<file path="src/hdl/aia_pkg.sv">
// Package for the integer ALU: payload structs, opcodes, operation classes.
// No dependencies.
package aia_pkg;

  localparam int unsigned ImplVerReset  = 2;
  localparam int unsigned FeatMaskReset = 263;
  localparam int unsigned QueueDepth    = 4;
  localparam int unsigned CfgIdxWidth   = 1;
  localparam int unsigned CfgDataWidth  = 9;

  localparam logic [CfgIdxWidth-1:0] CfgImplVer  = 1'd0;
  localparam logic [CfgIdxWidth-1:0] CfgFeatMask = 1'd1;

  typedef enum logic [5:0] {
    OpAddl = 6'd0, OpS4addl = 6'd1, OpS8addl = 6'd2, OpAddq = 6'd3, OpS4addq = 6'd4,
    OpS8addq = 6'd5, OpCmpeq = 6'd6, OpCmplt = 6'd7, OpCmple = 6'd8, OpCmpult = 6'd9,
    OpCmpule = 6'd10, OpSubl = 6'd11, OpS4subl = 6'd12, OpS8subl = 6'd13,
    OpSubq = 6'd14, OpS4subq = 6'd15, OpS8subq = 6'd16, OpCmpbge = 6'd17,
    OpAnd = 6'd18, OpBic = 6'd19, OpBis = 6'd20, OpOrnot = 6'd21, OpXor = 6'd22,
    OpEqv = 6'd23, OpCmoveq = 6'd24, OpCmovne = 6'd25, OpCmovlt = 6'd26,
    OpCmovge = 6'd27, OpCmovle = 6'd28, OpCmovgt = 6'd29, OpCmovlbs = 6'd30,
    OpCmovlbc = 6'd31, OpImplver = 6'd32, OpAmask = 6'd33, OpMskbl = 6'd34,
    OpMskwl = 6'd35, OpMskll = 6'd36, OpMskql = 6'd37, OpMskwh = 6'd38,
    OpMsklh = 6'd39, OpMskqh = 6'd40, OpExtbl = 6'd41, OpExtwl = 6'd42,
    OpExtll = 6'd43, OpExtql = 6'd44, OpExtwh = 6'd45, OpExtlh = 6'd46,
    OpExtqh = 6'd47, OpInsbl = 6'd48, OpInswl = 6'd49, OpInsll = 6'd50,
    OpInsql = 6'd51, OpInswh = 6'd52, OpInslh = 6'd53, OpInsqh = 6'd54,
    OpZap = 6'd55, OpZapnot = 6'd56, OpSll = 6'd57, OpSrl = 6'd58, OpSra = 6'd59,
    OpMull = 6'd60, OpMulq = 6'd61, OpUmulh = 6'd62, OpNone = 6'd63
  } func_e;

  typedef enum logic [2:0] {
    ClsArith = 3'd0, ClsLogic = 3'd1, ClsCmov = 3'd2, ClsByte = 3'd3,
    ClsShift = 3'd4, ClsMul = 3'd5, ClsMisc = 3'd6, ClsNone = 3'd7
  } cls_e;

  typedef struct packed {
    logic [5:0]  func;
    logic [63:0] ra;
    logic [63:0] rb;
  } in_beat_t;

  typedef struct packed {
    logic [63:0] rc;
    logic        rc_valid;
  } out_beat_t;

  // Decoded item in the queue.
  typedef struct packed {
    cls_e        cls;
    logic [5:0]  func;
    logic [63:0] ra;
    logic [63:0] rb;
  } dec_t;

  // Byte width masks: byte, word, long, quad.
  function automatic logic [7:0] width_mask(input logic [1:0] w);
    logic [7:0] m;
    case (w)
      2'd0: m = 8'h01;
      2'd1: m = 8'h03;
      2'd2: m = 8'h0F;
      default: m = 8'hFF;
    endcase
    return m;
  endfunction

  function automatic logic [63:0] zapnot8(input logic [63:0] x, input logic [7:0] keep);
    logic [63:0] r;
    for (int i = 0; i < 8; i++) r[i*8 +: 8] = keep[i] ? x[i*8 +: 8] : 8'h00;
    return r;
  endfunction

  function automatic logic [63:0] sext32(input logic [63:0] x);
    return {{32{x[31]}}, x[31:0]};
  endfunction

endpackage

</file>
<file path="src/hdl/aia_front.sv">
// Front end: takes input beats, classifies the opcode, pushes into a small queue.
// Depends on aia_pkg.
module aia_front #(
  parameter int unsigned Depth = aia_pkg::QueueDepth
) (
  input  logic              clk_i,
  input  logic              rst_ni,
  input  logic              in_valid,
  output logic              in_stall,
  input  aia_pkg::in_beat_t in_data_i,
  output logic              q_valid_o,
  input  logic              q_pop_i,
  output aia_pkg::dec_t     q_data_o
);
  localparam int unsigned AW = (Depth > 1) ? $clog2(Depth) : 1;

  aia_pkg::dec_t     mem_q [Depth];
  logic [AW-1:0]     wr_q, wr_d, rd_q, rd_d;
  logic [AW:0]       cnt_q, cnt_d;
  logic              push;
  aia_pkg::cls_e     cls;

  always_comb begin
    case (aia_pkg::func_e'(in_data_i.func))
      aia_pkg::OpAddl, aia_pkg::OpS4addl, aia_pkg::OpS8addl, aia_pkg::OpAddq,
      aia_pkg::OpS4addq, aia_pkg::OpS8addq, aia_pkg::OpCmpeq, aia_pkg::OpCmplt,
      aia_pkg::OpCmple, aia_pkg::OpCmpult, aia_pkg::OpCmpule, aia_pkg::OpSubl,
      aia_pkg::OpS4subl, aia_pkg::OpS8subl, aia_pkg::OpSubq, aia_pkg::OpS4subq,
      aia_pkg::OpS8subq: cls = aia_pkg::ClsArith;
      aia_pkg::OpCmpbge, aia_pkg::OpAnd, aia_pkg::OpBic, aia_pkg::OpBis,
      aia_pkg::OpOrnot, aia_pkg::OpXor, aia_pkg::OpEqv: cls = aia_pkg::ClsLogic;
      aia_pkg::OpCmoveq, aia_pkg::OpCmovne, aia_pkg::OpCmovlt, aia_pkg::OpCmovge,
      aia_pkg::OpCmovle, aia_pkg::OpCmovgt, aia_pkg::OpCmovlbs,
      aia_pkg::OpCmovlbc: cls = aia_pkg::ClsCmov;
      aia_pkg::OpImplver, aia_pkg::OpAmask: cls = aia_pkg::ClsMisc;
      aia_pkg::OpSll, aia_pkg::OpSrl, aia_pkg::OpSra: cls = aia_pkg::ClsShift;
      aia_pkg::OpMull, aia_pkg::OpMulq, aia_pkg::OpUmulh: cls = aia_pkg::ClsMul;
      aia_pkg::OpNone: cls = aia_pkg::ClsNone;
      default: cls = aia_pkg::ClsByte;
    endcase
  end

  assign in_stall  = (cnt_q == (AW+1)'(Depth));
  assign push      = in_valid && !in_stall;
  assign q_valid_o = (cnt_q != '0);
  assign q_data_o  = mem_q[rd_q];

  always_comb begin
    wr_d  = push ? ((wr_q == AW'(Depth-1)) ? '0 : wr_q + 1'b1) : wr_q;
    rd_d  = q_pop_i ? ((rd_q == AW'(Depth-1)) ? '0 : rd_q + 1'b1) : rd_q;
    cnt_d = cnt_q + (AW+1)'(push) - (AW+1)'(q_pop_i);
  end

  always_ff @(posedge clk_i or negedge rst_ni) begin
    if (!rst_ni) begin
      wr_q <= '0; rd_q <= '0; cnt_q <= '0;
    end else begin
      wr_q <= wr_d; rd_q <= rd_d; cnt_q <= cnt_d;
    end
  end

  always_ff @(posedge clk_i) begin
    if (push) mem_q[wr_q] <= '{cls: cls, func: in_data_i.func,
                              ra: in_data_i.ra, rb: in_data_i.rb};
  end
endmodule

</file>
<file path="config.mk">
export PLATFORM = sky130hd
export DESIGN_NAME = aia_front
export DESIGN_NICKNAME = d
export VERILOG_FILES = /design/src/hdl/aia_pkg.sv /design/src/hdl/aia_front.sv
export SDC_FILE = /design/constraint.sdc
export NUM_CORES = 1
export LEC_CHECK = 0
export ABC_CLOCK_PERIOD_IN_PS = 3500
export BUFFER_PORTS_ARGS = -buffer_cell sky130_fd_sc_hd__buf_2
export CORE_ASPECT_RATIO = 0.75
export CORE_MARGIN = 1
export CORE_UTILIZATION = 37
export DETAILED_ROUTE_END_ITERATION = 7
export PLACE_DENSITY = 0.52
export SLEW_MARGIN = 20
export SYNTH_ARGS = -nofsm -noshare
export SYNTH_HDL_FRONTEND = slang
export SYNTH_SLANG_ARGS = --single-unit
</file>
<file path="constraint.sdc">
create_clock -name clk_i -period 3.5 [get_ports clk_i]
set_input_delay 0.175 -clock clk_i [delete_from_list [all_inputs] [get_ports clk_i]]
set_output_delay 0.175 -clock clk_i [all_outputs]
set_load 0.1 [all_outputs]
</file>
==> results_dict.tcl <==
set metrics [dict create \
    worstPathArrival_ns 2.76 \
    multiInputGateArea_um2 3426 \
    syn-num-nets 913 \
    die_area_um2 55840 \
    seqCellArea_um2 16640 \
    vias_per_cell 4.812 \
    report.final.hold_viol_count 0 \
    fillCellCount 4417 \
    async_reset_ff_frac 0.01261 \
    nets 1375 \
    cts_tree "done" \
    first_pass_iters 6 \
    clock.fmax_mhz 340.7 \
    synth_seq_cells 555 \
    synth_most_common_cell "edfxtp_1" \
    setup_viol 0 \
    antenna_found_initial 3 \
    placed_area_um2 22720 \
    die_w_um 272.5 \
    worstPathRequired_ns 3.32 \
    cts_setup_buffers 0 \
    cts.sinks 555 \
    min_period_ns 2.935 \
    cts_buffers 54 \
    syn_inst 767 \
    crit_path_max_incr_delay_ns 0.86 \
    hold_path.class "in -> reg" \
    track_usage 0.1488 \
    place_hpwl_mm 24.70 \
    critPathMaxFanout 32 \
    tightest_slew_ns 0.6723 \
    wl_per_cell_um 20.63 \
    fp.dieH_um 204.9 \
    grt_pass1_vias 9948 \
    gp_congestion 0.7191 \
    maxSlewViolCount 0 \
    cp_slowest_cell "dfrtp_4" \
    drtIter0Drc 714 \
    slew_headroom 0.5518 \
    ioPinCount 277 \
    ant_nets 0 \
    cap_violations 0 \
    root_buffer "clkbuf_16" \
    grt_pass1_wl_mm 62.07 \
    crit_path_end_kind "primary output" \
    synth_top_area_share 0.8102 \
    area_growth_pct 26.80 \
    post-route-drc-count 0 \
    yosysTopAreaCell "edfxtp_1" \
    cts.clk_slew.worst_paths_ns 0.06 \
    ys_types 28 \
    syn_area_um2 20310 \
    fin_setup_tns_ns 0 \
    ys_seq_area_frac 0.8188 \
    skew_ns 0.009233 \
    worstSetupStartpointType "flop" \
    rows 73 \
    io_buffer_count 276 \
    drt_wl_total_mm 40.99 \
    path_class "reg -> out" \
    drive_gt1_frac 0.4101 \
    initial_core_util 0.3788 \
    insertion_delay_ns 0.59 \
    post-route-cell-area_um2 25750 \
    h-tree-depth 2 \
    run_status "finished clean" \
    vias 9562 \
    final_core_util 0.4804 \
    worstPathCellList "buf_4 > mux4_2 > buf_2" \
    grt_max_degree 70 \
    synth_common_cells "edfxtp_1, mux4_2, buf_2, buf_6" \
    yosysWarnings 0 \
    syn_area_per_cell_um2 26.48 \
    ys.flop_type "edfxtp_1" \
    rrSetupSlack_ns 1.12 \
    overflow 0 \
    max-clock-path-buffers 3 \
    core_um2 53620 \
    rsz0062_at_grt "false" \
    synth_enable_flop_cells 548 \
    fin_crit_sh 0.8387 \
    synth.top_cells.by_area "edfxtp_1, mux4_2, dfrtp_1" \
]
[state kept, by name, indices dropped and copies added (netlist names)]
| name | cells |
|---|---|
| cnt_q | 3 |
| mem_q | 548 |
| rd_q | 2 |
| wr_q | 2 |
[metal layers]
metal,wire length [µm],GRT usage,up-vias
met5,13,0,-
met4,787,0.04294,2
met3,2308,0.03774,65
met2,19140,0.2258,215
met1,18740,0.2128,5022
li1,-,-,4258
[worst max-delay path, delay by kind of cell (launching register included)]
family | cells | cell delay, ns
buffers and inverters | 2 | 0.74
DFF | 1 | 0.86
muxes | 1 | 0.55
[layout make-up]
type | instances | area share
multi-input cells | 174 | 0.1330
inverters | 7 | 0.001020
well taps | 712 | 0.03459
flip-flops and latches | 555 | 0.6460
clock inverters | 31 | 0.007336
diodes | 2 | 0.0001943
repair buffers | 437 | 0.1207
clock buffers | 69 | 0.05713
[timing repair]
item	4_1_cts	5_1_grt
hold buffers	137	0
hold endpoints to repair	545	0
endpoints found under the setup margin	0	0
resized for setup	0	0
[path summary, 6_finish.rpt]
path / cells after the start / to / from
worst max-delay path: 3 / q_data_o[98] / rd_q[0]$_DFFE_PN0P_
worst min-delay path: 3 / wr_q[1]$_DFFE_PN0P_ / in_valid
worst max register to register: 10 / cnt_q[2]$_DFF_PN0_ / cnt_q[1]$_DFF_PN0_
worst min register to register: 1 / cnt_q[0]$_DFF_PN0_ / cnt_q[0]$_DFF_PN0_
max in group asynchronous: 3 / rd_q[1]$_DFFE_PN0P_ / rst_ni
min in group asynchronous: 3 / wr_q[0]$_DFFE_PN0P_ / rst_ni
[kinds of logic after synthesis]
kind of cell / after synthesis / share of synthesized area
simple gates: 16 / 0.005175
flops: 555 / 0.8188
buf+inv: 38 / 0.01324
xor+xnor: 2 / 0.0008626
compound gates: 7 / 0.002094
mux: 141 / 0.1545
fa+ha+maj: 8 / 0.005298
[stage by stage]
stage                     cells  setup slack (ns)  hold slack, ns
after floorplan             767            0.7225         -0.1206
after global placement     1748             1.138         0.02819
after detailed placement   1748             1.118         0.02785
after CTS                  1985            0.4731         0.03866
after global routing       1986            0.3619         0.05594
final                      1987            0.5646         0.08396
[placed cells by master, fill, tap and decap left out]
master,n
edfxtp_1,548
buf_2,276
mux4_2,137
dlygate4sd3_1,137
clkbuf_16,57
clkinv_1,16
buf_12,14
clkbuf_1,12
clkinv_2,12
buf_4,10
inv_1,7
ha_1,7
dfrtp_1,5
and3_4,4
nor2_1,3
diode_2,2
a21oi_1,2
a31oi_1,2
o22ai_1,2
nor2b_1,2
xnor2_1,2
mux2_4,2
mux2_2,2
bufinv_16,2
dfrtp_4,2
or3_1,1
nand3_1,1
and3_1,1
o211ai_1,1
or3b_4,1
and2_4,1
nor4_1,1
or3_2,1
fa_1,1
clkinv_4,1
Power is left out: the tool's default activity adds up to more than one toggle a clock period on the data nets, which glitch-free logic cannot reach.
